--- config.mk ---
export PLATFORM = sky130hd
export DESIGN_NAME = bresenham_line_points
export DESIGN_NICKNAME = d
export VERILOG_FILES = /design/src/rtl/blp_pkg.sv /design/src/rtl/blp_setup.sv /design/src/rtl/blp_walk.sv /design/src/rtl/bresenham_line_points.sv
export SDC_FILE = /design/constraint.sdc
export NUM_CORES = 1
export LEC_CHECK = 0
export ABC_AREA = 1
export BUFFER_PORTS_ARGS = -buffer_cell sky130_fd_sc_hd__buf_2
export CORE_MARGIN = 1
export CORE_UTILIZATION = 40
export DETAILED_ROUTE_END_ITERATION = 12
export HOLD_SLACK_MARGIN = 0.03
export PLACE_DENSITY = 0.66
export RECOVER_POWER = 25
export SLEW_MARGIN = 25
export SYNTH_ARGS = -nofsm -noshare
export SYNTH_HDL_FRONTEND = slang
export SYNTH_SLANG_ARGS = --single-unit
--- constraint.sdc ---
create_clock -name clk -period 17.68 [get_ports clk]
set_input_delay 1.768 -clock clk [delete_from_list [all_inputs] [get_ports clk]]
set_output_delay 1.768 -clock clk [all_outputs]
set_load 0.02 [all_outputs]
--- src/rtl/blp_pkg.sv ---
package blp_pkg;

  localparam int COORD_BITS = 12;
  localparam int ERR_BITS   = COORD_BITS + 3;
  localparam int EXT_BITS   = ERR_BITS + 1;
  localparam int CNT_BITS   = COORD_BITS + 1;

  localparam logic REQ_START = 1'b0;
  localparam logic REQ_NEXT  = 1'b1;

  typedef struct packed {
    logic                  req_type;
    logic [COORD_BITS-1:0] x_start;
    logic [COORD_BITS-1:0] y_start;
    logic [COORD_BITS-1:0] x_end;
    logic [COORD_BITS-1:0] y_end;
  } blp_req_t;

  typedef struct packed {
    logic [COORD_BITS-1:0] pixel_x;
    logic [COORD_BITS-1:0] pixel_y;
    logic                  last_pixel;
    logic                  pixel_valid;
  } blp_pix_t;

  // step_directions: bit0 major axis walks down, bit1 minor axis steps down
  typedef struct packed {
    logic                       line_active;
    logic [COORD_BITS-1:0]      cur_x;
    logic [COORD_BITS-1:0]      cur_y;
    logic signed [ERR_BITS-1:0] error_term;
    logic [COORD_BITS-1:0]      abs_delta_x;
    logic [COORD_BITS-1:0]      abs_delta_y;
    logic                       steep_flag;
    logic [1:0]                 step_directions;
    logic [CNT_BITS-1:0]        pixels_left;
  } blp_state_t;

endpackage

--- src/rtl/blp_setup.sv ---
module blp_setup (
  input  blp_pkg::blp_req_t   req,
  output blp_pkg::blp_state_t st,
  output blp_pkg::blp_pix_t   pix
);
  import blp_pkg::*;

  logic signed [COORD_BITS:0] dx;
  logic signed [COORD_BITS:0] dy;
  logic [COORD_BITS-1:0]      adx;
  logic [COORD_BITS-1:0]      ady;
  logic [COORD_BITS-1:0]      big;
  logic [COORD_BITS-1:0]      small_d;
  logic                       steep;
  logic signed [ERR_BITS-1:0] small2;
  logic signed [ERR_BITS-1:0] big1;

  always_comb begin
    dx     = signed'({1'b0, req.x_end}) - signed'({1'b0, req.x_start});
    dy     = signed'({1'b0, req.y_end}) - signed'({1'b0, req.y_start});
    adx    = dx[COORD_BITS] ? COORD_BITS'(-dx) : COORD_BITS'(dx);
    ady    = dy[COORD_BITS] ? COORD_BITS'(-dy) : COORD_BITS'(dy);
    steep  = !(ady < adx);
    big    = steep ? ady : adx;
    small_d = steep ? adx : ady;
    small2 = signed'(ERR_BITS'({small_d, 1'b0}));
    big1   = signed'(ERR_BITS'(big));

    st.line_active     = (big != '0);
    st.cur_x           = req.x_start;
    st.cur_y           = req.y_start;
    st.error_term      = small2 - big1;
    st.abs_delta_x     = adx;
    st.abs_delta_y     = ady;
    st.steep_flag      = steep;
    st.step_directions = {(steep ? dx[COORD_BITS] : dy[COORD_BITS]),
                          (steep ? dy[COORD_BITS] : dx[COORD_BITS])};
    st.pixels_left     = CNT_BITS'(big);

    pix.pixel_x     = req.x_start;
    pix.pixel_y     = req.y_start;
    pix.last_pixel  = (big == '0);
    pix.pixel_valid = 1'b1;
  end

endmodule

--- src/rtl/blp_walk.sv ---
module blp_walk (
  input  blp_pkg::blp_state_t cur,
  output blp_pkg::blp_state_t nxt,
  output blp_pkg::blp_pix_t   pix
);
  import blp_pkg::*;

  logic [COORD_BITS-1:0]      big;
  logic [COORD_BITS-1:0]      small_d;
  logic signed [EXT_BITS-1:0] e_w;
  logic signed [EXT_BITS-1:0] big2;
  logic signed [EXT_BITS-1:0] small2;
  logic signed [EXT_BITS-1:0] a;
  logic signed [EXT_BITS-1:0] e_new;
  logic                       reverse;
  logic                       min_down;
  logic                       minor_step;
  logic [COORD_BITS-1:0]      maj;
  logic [COORD_BITS-1:0]      mnr;
  logic [COORD_BITS-1:0]      maj_next;
  logic [COORD_BITS-1:0]      mnr_next;
  logic [CNT_BITS-1:0]        left_next;

  always_comb begin
    big      = cur.steep_flag ? cur.abs_delta_y : cur.abs_delta_x;
    small_d  = cur.steep_flag ? cur.abs_delta_x : cur.abs_delta_y;
    e_w      = EXT_BITS'(cur.error_term);
    big2     = signed'(EXT_BITS'({big, 1'b0}));
    small2   = signed'(EXT_BITS'({small_d, 1'b0}));
    reverse  = cur.step_directions[0];
    min_down = cur.step_directions[1];
    a        = e_w - small2;

    if (!reverse) begin
      minor_step = (e_w > 0);
      e_new = minor_step ? e_w - big2 + small2 : e_w + small2;
    end else begin
      // undo one forward update: the two outcomes fall in disjoint ranges
      minor_step = !(a > small2 - big2);
      e_new = minor_step ? a + big2 : a;
    end

    maj      = cur.steep_flag ? cur.cur_y : cur.cur_x;
    mnr      = cur.steep_flag ? cur.cur_x : cur.cur_y;
    maj_next = reverse ? maj - 1'b1 : maj + 1'b1;
    mnr_next = minor_step ? (min_down ? mnr - 1'b1 : mnr + 1'b1) : mnr;
    left_next = cur.pixels_left - 1'b1;

    nxt = cur;
    pix = '0;
    if (cur.line_active) begin
      nxt.cur_x       = cur.steep_flag ? mnr_next : maj_next;
      nxt.cur_y       = cur.steep_flag ? maj_next : mnr_next;
      nxt.error_term  = ERR_BITS'(e_new);
      nxt.pixels_left = left_next;
      nxt.line_active = (left_next != '0);
      pix.pixel_x     = nxt.cur_x;
      pix.pixel_y     = nxt.cur_y;
      pix.last_pixel  = (left_next == '0);
      pix.pixel_valid = 1'b1;
    end
  end

endmodule

--- src/rtl/bresenham_line_points.sv ---
// Bresenham line pixel generator. A start transaction (req_type 0) loads both
// endpoints and returns the first pixel; each next transaction (req_type 1)
// returns the following pixel, with last_pixel set on the final one. A next
// transaction with no line in progress returns pixel_valid 0. The line state
// and the result register are both written at the accepting edge by one
// error-term add and compare, so a new transaction is taken every cycle unless
// a pending result is held by pix_ready low, including while a result waits on
// pix_ready with the result register being emptied in the same cycle. The
// result is registered and shows in the cycle after acceptance.
module bresenham_line_points (
  input  logic              clk,
  input  logic              rst,
  input  logic              req_valid,
  output logic              req_ready,
  input  blp_pkg::blp_req_t req,
  output logic              pix_valid,
  input  logic              pix_ready,
  output blp_pkg::blp_pix_t pix
);
  import blp_pkg::*;

  blp_state_t line_st;
  blp_state_t setup_st;
  blp_state_t walk_st;
  blp_pix_t   setup_pix;
  blp_pix_t   walk_pix;
  logic       req_fire;

  blp_setup u_setup (
    .req (req),
    .st  (setup_st),
    .pix (setup_pix)
  );

  blp_walk u_walk (
    .cur (line_st),
    .nxt (walk_st),
    .pix (walk_pix)
  );

  assign req_ready = !pix_valid || pix_ready;
  assign req_fire  = req_valid && req_ready;

  always_ff @(posedge clk) begin
    if (rst) begin
      line_st   <= '0;
      pix_valid <= 1'b0;
    end else if (req_fire) begin
      pix_valid <= 1'b1;
      if (req.req_type == REQ_START) begin
        line_st <= setup_st;
      end else begin
        line_st <= walk_st;
      end
    end else if (pix_ready) begin
      pix_valid <= 1'b0;
    end
  end

  // result payload, no reset
  always_ff @(posedge clk) begin
    if (req_fire) begin
      pix <= (req.req_type == REQ_START) ? setup_pix : walk_pix;
    end
  end

endmodule

==> qor.txt, run 1 <==
violated checks = capacitance limit, slew limit
First DRT Iteration DRCs = 1020
Ports = 81
Cell Pwr Density = 127.7 mW/mm²
Port Buffers = 80
number of flops mapped to enable cells by yosys = 26
Least-Margin Pin Slew = 2.567 ns
ANT nets after route = 0
Max Root-Sink Buffers = 2
HP Class = register to register
Detailed Routing Iterations Pass 1 = 5
Initial Util = 40.94%
post-DR wirelength/cell = 15.71 µm
kind of end point of the critical path = register
most used cell along the critical path = o21ai_0
RSZ-0062 raised after global routing = no
commonest non-fill, non-tap cell in the layout = nand2_1
critical path class = register to register
Hold Vio Cnt, Final = 0
Num CTS Buffers = 9
vias = 13354
CP max FO = 62
CTS Sinks = 107
hold_buf cts = 0
asr flop ratio synth = 0%
Critical Path AT = 8.18 ns
post-synthesis cell type count = 48
vias per cell = 5.274
largest net degree at the start of global routing = 65
P_leak = 7.287 nW
H-tree levels = 3
status = complete, but fails checks
core area = 0.03180 mm²
Clk Tree Root Cell = clkbuf_16
drt total wl = 39780 µm
antenna fix cells = 0
syn avg cell area = 6.327 µm²
number of max-cap violations = 3
total power = 0.001792 W
predominant post-synthesis flop cell = dfxtp_1
RD Place Congestion = 1.003
most frequent cells in the layout = nand2_1 (459), inv_1 (349), a21oi_1 (201), o21ai_0 (197), ha_1 (142)
grt met1 use = 34.58%
total gr overflow = 0
Final Setup Violations = 0
Tmin final = 7.928 ns
Die W = 182.4 µm
ratio of cells with drive above 1 in the final layout = 7.630%
CTS tree = yes
DRC = 0
#FFs+latches synth = 107
critical path's slowest cell = dfxtp_2
CP required = 17.93 ns
Clock Latency Late Sink = 0.37 ns
Final Skew = 0.01616 ns
global-route wire length before repair = 63160 µm
P&R area growth vs syn = 7.784%
Max Clk Rate = 126.1 MHz
type of origin of the critical path = register
post-synthesis net count = 2275
Die ar. = 0.03328 mm²
sequential area share after synthesis = 18.45%
Mapped Area = 0.01302 mm²
Crit path largest cell delay = 0.84 ns
Final period util = 44.84%
busiest metal layer after global routing = met2
post_cts resized = 0
Setup Buffers After CTS = 0
relative max-transition margin = -71.15%
M3 GR Usage = 1.776%
Yosys warning count = 0
GR Util met2 = 38.11%
number of global-route vias before repair = 12176
num rows = 65
placed inst area = 0.01377 mm²
design area = 0.01403 mm²
Clock Pin Slew Worst Setup and Hold Paths = 0.07 ns
DP HPWL = 31830 µm
post-route setup TNS = 0 ns
antenna violations before repair = 0
Final Net Count = 2309
Die H = 182.4 µm
final slew viol count = 115
cells after synthesis = 2058
maximum VDD drop = 0.06020 mV
GR Util All Layers = 23.87%
final hold slack = 0.4670 ns
power by group:
part / leakage [nW] / total [W] / switching, W / internal [W]
Clock: 0.140 / 0.000205 / 0.000105 / 0.0000994
Sequential: 0.928 / 0.000299 / 0.0000228 / 0.000276
Combinational: 6.22 / 0.00129 / 0.000841 / 0.000447
Total: 7.29 / 0.00179 / 0.000969 / 0.000823
Yosys cell counts, types with 5 or more instances:
library cell  instances  area share (%)
nand2_1             460              13
inv_1               351              10
a21oi_1             201             7.7
o21ai_0             199             7.6
ha_1                142              14
nor2_1              105             3.0
nand3_1             103             4.0
dfxtp_1              81              12
xor2_1               66             4.4
clkbuf_1             55             1.6
edfxtp_1             26             6.0
fa_1                 22             3.4
nand4_1              22             1.1
nor3_1               20            0.77
o21ai_1              20            0.77
xnor2_1              20             1.3
o211ai_1             19             1.1
or2_2                18            0.86
nand2_2              15            0.72
a31oi_1              13            0.62
inv_2                12            0.35
o21bai_1             11            0.63
o21ai_2              10            0.67
o21a_1                7            0.40
nand3b_1              6            0.35
nor4_1                6            0.29
buf_1                 5            0.14
area by class of cell:
class	instances	area [µm²]
well taps	435	544.3
inverters	367	1378
flip-flops and latches	107	2404
repair buffers	91	456.7
fillers	3409	17770
multi-input cells	1516	8959
clock buffers	9	225.2
clock inverters	7	67.56
flip-flops by register name, indices dropped and copies added, names as in the netlist:
register / cells
line_st: 80
pix: 26
pix_valid: 1
stage by stage:
| step | utilization [%] | setup WS [ns] | cells |
|---|---|---|---|
| 2_1_floorplan | - | 10.64 | 2058 |
| 3_3_place_gp | 43.29 | 9.604 | 2516 |
| 3_5_place_dp | 43.29 | 9.497 | 2516 |
| 4_1_cts | 44.21 | 9.853 | 2532 |
| 5_1_grt | 44.13 | 8.978 | 2532 |
| 6_report | 44.13 | 9.752 | 2532 |
logic make-up after synthesis:
family          after synthesis  synth area share, %
buf+inv                     435                12.78
fa+ha+maj                   164                17.03
mux                           1              0.07688
compound gates              504                21.15
simple gates                761                24.73
xor+xnor                     86                5.785
flops                       107                18.45
critical path: cells and delay by family (launching register included):
kind / cells / cell delay [ns]
xor+xnor: 1 / 0.13
flops: 1 / 0.84
compound gates: 16 / 3.12
buf+inv: 7 / 2.09
fa+ha+maj: 2 / 0.65
simple gates: 6 / 0.93
final timing paths:
| kind | slack [ns] | start | endpoint | depth (start not counted) |
|---|---|---|---|---|
| worst min register to register | 0.47 | line_st[8] | line_st[8] | 2 |
| worst max-delay path | 9.75 | line_st[15] | line_st[65] | 32 |
| worst min-delay path | 0.47 | line_st[8] | line_st[8] | 2 |
| worst max register to register | 9.75 | line_st[15] | line_st[65] | 32 |
layer usage:
layer | vias up | part of all wire [%]
met5 | - | 0
met2 | 380 | 44
met4 | 0 | 1.8
met3 | 36 | 5.6
met1 | 6154 | 49
li1 | 6784 | -
(Power assumes the default switching activity.)
==> run 2, diff against run 1 <==
--- a/config.mk
+++ b/config.mk
@@ -11,7 +11,7 @@
 export CORE_UTILIZATION = 40
 export DETAILED_ROUTE_END_ITERATION = 12
 export HOLD_SLACK_MARGIN = 0.03
-export PLACE_DENSITY = 0.66
+export PLACE_DENSITY = 0.69
 export RECOVER_POWER = 25
 export SLEW_MARGIN = 25
 export SYNTH_ARGS = -nofsm -noshare
==> constraint.sdc (replaced) <==
create_clock -name clk -period 6.75 [get_ports clk]
set_input_delay 0.675 -clock clk [delete_from_list [all_inputs] [get_ports clk]]
set_output_delay 0.675 -clock clk [all_outputs]
set_load 0.02 [all_outputs]
==> run 2 against run 1 <==
Compared with the run above:
- the run still ends with capacitance limit, slew limit left
- register-to-register slack got worse by 9.2 ns
- final area increased by 0.53%
- via count rose by 1.1%
- non-clock buffer count up 10
- fmax grew 28%
- highest routed layer unchanged
==> qor.txt, run 2 (synthesized netlist as in run 1, its figures left out) <==
relative max-transition margin = -19.04%
hold endpoint = line_st[8]
Die ar. = 0.03328 mm²
Clock Pin Slew Worst Setup and Hold Paths = 0.07 ns
most used cell along the critical path = o21ai_0
Least-Margin Pin Slew = 1.786 ns
layout filler cell count = 3338
DRC = 0
Cell Pwr Density = 338.5 mW/mm²
Min-Delay Path Depth = 2
drt total wl = 40430 µm
Ports = 81
status = complete, but fails checks
most frequent cells in the layout = nand2_1 (459), inv_1 (350), a21oi_1 (201), o21ai_0 (198), ha_1 (142)
Max Clk Rate = 160.9 MHz
antenna fix cells = 0
GR Util All Layers = 24.59%
kind of end point of the critical path = register
Die W = 182.4 µm
Clk Tree Root Cell = clkbuf_16
violated checks = capacitance limit, slew limit
RSZ-0062 raised after global routing = no
ANT nets after route = 0
CTS tree = yes
CTS Sinks = 107
number of flip-flops under the largest register name = 80
part of the power in combinational logic = 72.3%
HP Class = register to register
First DRT Iteration DRCs = 1021
core area = 0.03180 mm²
R2R Setup Slk = 0.53 ns
switching power total = 0.002569 W
Die H = 182.4 µm
crit-path leading delay family = compound AO/OA/AOI/OAI gates
Max Root-Sink Buffers = 2
RD Place Congestion = 0.9140
type of origin of the critical path = register
hold_buf cts = 0
largest net degree at the start of global routing = 56
WP depth = 30
Final Setup Violations = 0
CP required = 7.00 ns
maximum VDD drop = 0.1438 mV
post_cts resized = 0
critical path class = register to register
Biggest register = line_st
placed inst area = 0.01384 mm²
post-DR wirelength/cell = 15.90 µm
Port Buffers = 80
vias per cell = 5.312
critical path's slowest cell = o21ai_0
Critical R2R Launch = line_st[15]
Worst Setup SP = line_st[15]
CP max FO = 29
Detailed Routing Iterations Pass 1 = 5
num rows = 65
Tmin final = 6.217 ns
P_leak = 7.349 nW
Hold Path Origin = line_st[8]
Clock Latency Late Sink = 0.37 ns
Final period util = 92.10%
total gr overflow = 0
biggest regs = line_st x80, pix x26, pix_valid x1
ratio of cells with drive above 1 in the final layout = 8.021%
P&R area growth vs syn = 8.360%
DP HPWL = 32580 µm
H-tree levels = 3
global-route wire length before repair = 64850 µm
post-route setup TNS = 0 ns
Crit path largest cell delay = 0.50 ns
number of max-cap violations = 1
Pint = 0.002207 W
crit path buf inv count = 4
clock share of power = 11.5%
Final Net Count = 2319
design area = 0.01411 mm²
antenna violations before repair = 0
Setup Buffers After CTS = 0
Final Skew = 0.01126 ns
Crit Reg-Reg Endpoint = line_st[65]
commonest non-fill, non-tap cell in the layout = nand2_1
vias = 13504
number of global-route vias before repair = 12787
Initial Util = 40.94%
Hold Vio Cnt, Final = 0
Num CTS Buffers = 9
Critical Path AT = 6.47 ns
final slew viol count = 29
switching share of total power = 53.79%
cells on worst reg2reg path = 30
sequential share of power = 16.2%
run 2: cell types whose count changed in the layout (fill, tap and decap cells not counted), sizes merged:
cell | previous run | this run
inv | 367 | 365
clkinvlp | 1 | 0
bufinv | 0 | 1
clkinv | 6 | 7
buf | 76 | 88
clkbuf | 24 | 23
run 2: through the flow:
step	util (%)	total power (W)	worst slack (ns)	std cells	hold slack, ns
floorplan	-	0.003338	0.8046	2058	0.4453
global placement	43.53	0.004116	0.3060	2526	0.4556
detailed placement	43.53	0.004166	0.2018	2526	0.4630
CTS	44.43	0.004732	0.5612	2542	0.4740
global route	44.37	0.005243	0.005442	2542	0.4920
finish	44.37	0.004775	0.5331	2542	0.4677
run 2: power by group through the flow:
stage / logic (W) / registers (W) / clock network [W]
2_1_floorplan: 0.00255 / 0.000790 / 0
3_3_place_gp: 0.00333 / 0.000784 / 0
3_5_place_dp: 0.00338 / 0.000785 / 0
4_1_cts: 0.00340 / 0.000771 / 0.000556
5_1_grt: 0.00388 / 0.000780 / 0.000580
6_report: 0.00345 / 0.000772 / 0.000549
run 2: area by class of cell:
class / count / area, µm² / share of cell area, %
multi-input cells: 1516 / 8959 / 63.50
flip-flops and latches: 107 / 2404 / 17.04
inverters: 367 / 1378 / 9.764
well taps: 435 / 544.3 / 3.858
repair buffers: 101 / 539.3 / 3.822
clock buffers: 10 / 229.0 / 1.623
clock inverters: 6 / 56.30 / 0.3991
run 2: routing by layer:
| metal | up-vias | track usage, % | routed length [µm] |
|---|---|---|---|
| li1 | 6812 | - | - |
| met3 | 47 | 2.275 | 2335 |
| met2 | 414 | 40.81 | 18170 |
| met4 | 0 | 6.420 | 838 |
| met5 | - | 0 | 0 |
| met1 | 6231 | 34.04 | 19080 |
run 2: how the worst max path moves through the flow:
stage / to / slack (ns)
3_5_place_dp: line_st[52] / 0.20
3_3_place_gp: line_st[52] / 0.31
5_1_grt: line_st[52] / 0.005
6_report: line_st[65] / 0.53
2_1_floorplan: line_st[52] / 0.80
4_1_cts: line_st[65] / 0.56
run 2: worst min-delay path, cell delays in order (launching register included):
cell     delay (ns)
dfxtp_1        0.31
nand2_1        0.06
a21oi_1        0.05
==> run 3, diff against run 2 <==
--- a/config.mk
+++ b/config.mk
@@ -9,6 +9,7 @@
 export BUFFER_PORTS_ARGS = -buffer_cell sky130_fd_sc_hd__buf_2
 export CORE_MARGIN = 1
 export CORE_UTILIZATION = 40
+export CTS_BUF_LIST = sky130_fd_sc_hd__clkbuf_4
 export DETAILED_ROUTE_END_ITERATION = 12
 export HOLD_SLACK_MARGIN = 0.03
 export PLACE_DENSITY = 0.69
==> run 3 against run 2 <==
Compared with the run above:
- the flow still finishes with violations (capacitance limit, slew limit)
- clock skew increased by 0.0081 ns
- combinational power about the same
- sequential power hardly changed
- critical path type unchanged
- largest power group unchanged
==> qor.txt, run 3 (synthesized netlist as in run 1, its figures left out) <==
DRC = 0
CP max FO = 29
Ports = 81
Tmin final = 6.216 ns
Die W = 182.4 µm
fin util = 43.89%
R2R Setup Slk = 0.53 ns
footprint of the multi-input gates = 0.008959 mm²
Die H = 182.4 µm
Initial Util = 40.94%
RD Place Congestion = 0.9140
ANT nets after route = 0
Max Root-Sink Buffers = 2
hold_buf cts = 0
hold endpoint = pix_valid
violated checks = capacitance limit, slew limit
relative max-transition margin = -64.21%
number of flip-flops under the largest register name = 80
Hold Path Origin = pix_ready
total gr overflow = 0
most frequent cells in the layout = nand2_1 (459), inv_1 (351), a21oi_1 (201), o21ai_0 (199), ha_1 (142)
Final Net Count = 2319
Setup Buffers After CTS = 0
kind of end point of the critical path = register
Cell Pwr Density = 328.1 mW/mm²
maximum VDD drop = 0.1325 mV
CTS tree = yes
Clock Latency Late Sink = 0.52 ns
Clk Tree Root Cell = clkbuf_4
largest net degree at the start of global routing = 56
Critical Path AT = 6.65 ns
Num CTS Buffers = 9
Port Buffers = 80
commonest non-fill, non-tap cell in the layout = nand2_1
num rows = 65
Crit Reg-Reg Endpoint = line_st[65]
cells on worst reg2reg path = 30
RSZ-0062 raised after global routing = no
Detailed Routing Iterations Pass 1 = 6
Final Skew = 0.01939 ns
ratio of cells with drive above 1 in the final layout = 8.068%
P_leak = 7.287 nW
number of max-cap violations = 2
final slew viol count = 77
critical path's slowest cell = o21ai_0
Critical R2R Launch = line_st[15]
antenna violations before repair = 1
critical path class = register to register
HP Class = input port to register
Clock Pin Slew Worst Setup and Hold Paths = 0.17 ns
CP required = 7.18 ns
CTS Sinks = 107
post_cts resized = 0
P&R area growth vs syn = 7.188%
Crit path largest cell delay = 0.50 ns
Final Setup Violations = 0
Biggest register = line_st
Die ar. = 0.03328 mm²
Final period util = 92.09%
type of origin of the critical path = register
post-route setup TNS = 0 ns
Min-Delay Path Depth = 4
biggest regs = line_st x80, pix x26, pix_valid x1
Hold Vio Cnt, Final = 0
drt total wl = 40350 µm
First DRT Iteration DRCs = 1059
number of global-route vias before repair = 12751
global-route wire length before repair = 64960 µm
Max Clk Rate = 160.9 MHz
core area = 0.03180 mm²
FF/Latch Area = 0.002404 mm²
Least-Margin Pin Slew = 2.463 ns
most used cell along the critical path = o21ai_0
status = complete, but fails checks
vias per cell = 5.297
post-DR wirelength/cell = 15.87 µm
Worst Setup SP = line_st[15]
H-tree levels = 3
GR Util All Layers = 24.60%
vias = 13469
DP HPWL = 32580 µm
layout filler cell count = 3374
==> run 3: cell types whose count changed in the layout (fill, tap and decap cells not counted), sizes merged <==
cell and delta:
clkbuf -1, diode +1, buf +1
==> run 3: power by group <==
part           switching, W  total [W]  internal, W
Sequential        0.0000494   0.000773     0.000724
Combinational       0.00226    0.00345      0.00120
Clock              0.000238   0.000353     0.000115
==> run 3: stage by stage <==
step / instance area, µm² / setup WS [ns] / hold slack [ns] / total power, W / std cells
after global placement: 13840 / 0.3060 / 0.4556 / 0.004116 / 2526
final: 13960 / 0.5338 / 0.4289 / 0.004579 / 2543
after floorplan: 13020 / 0.8046 / 0.4453 / 0.003338 / 2058
after detailed placement: 13840 / 0.2018 / 0.4630 / 0.004166 / 2526
after global routing: 13960 / 0.03499 / 0.4584 / 0.005041 / 2543
after CTS: 13970 / 0.5625 / 0.4024 / 0.004538 / 2542
==> run 3: worst max path at each step <==
| stage | endpoint | slack, ns |
|---|---|---|
| 5_1_grt | line_st[65] | 0.03 |
| 2_1_floorplan | line_st[52] | 0.80 |
| 4_1_cts | line_st[65] | 0.56 |
| 3_5_place_dp | line_st[52] | 0.20 |
| 3_3_place_gp | line_st[52] | 0.31 |
| 6_report | line_st[65] | 0.53 |
==> run 3: cell type report <==
| type | count | area share, % |
|---|---|---|
| multi-input cells | 1516 | 64.19 |
| flip-flops and latches | 107 | 17.22 |
| inverters | 367 | 9.871 |
| well taps | 435 | 3.900 |
| repair buffers | 101 | 3.855 |
| clock buffers | 10 | 0.5379 |
| clock inverters | 6 | 0.4034 |
| diodes | 1 | 0.01793 |
==> run 3: per-layer routing <==
layer | track usage [%] | vias to the layer above | share of wire, %
li1 | - | 6814 | -
met1 | 34.44 | 6245 | 48
met2 | 41.21 | 374 | 45
met3 | 1.596 | 36 | 5.1
met4 | 5.647 | 0 | 1.5
met5 | 0 | - | 0
==> run 3: critical path: cells and delay by family, from the launching register on <==
family | cells | cell delay [ns]
AND/OR/NAND/NOR | 7 | 0.96
adder cells (fa/ha/maj) | 3 | 1.01
AO/OA/AOI/OAI | 15 | 3.05
flip-flops | 1 | 0.37
XOR/XNOR | 1 | 0.17
buffers and inverters | 4 | 0.55
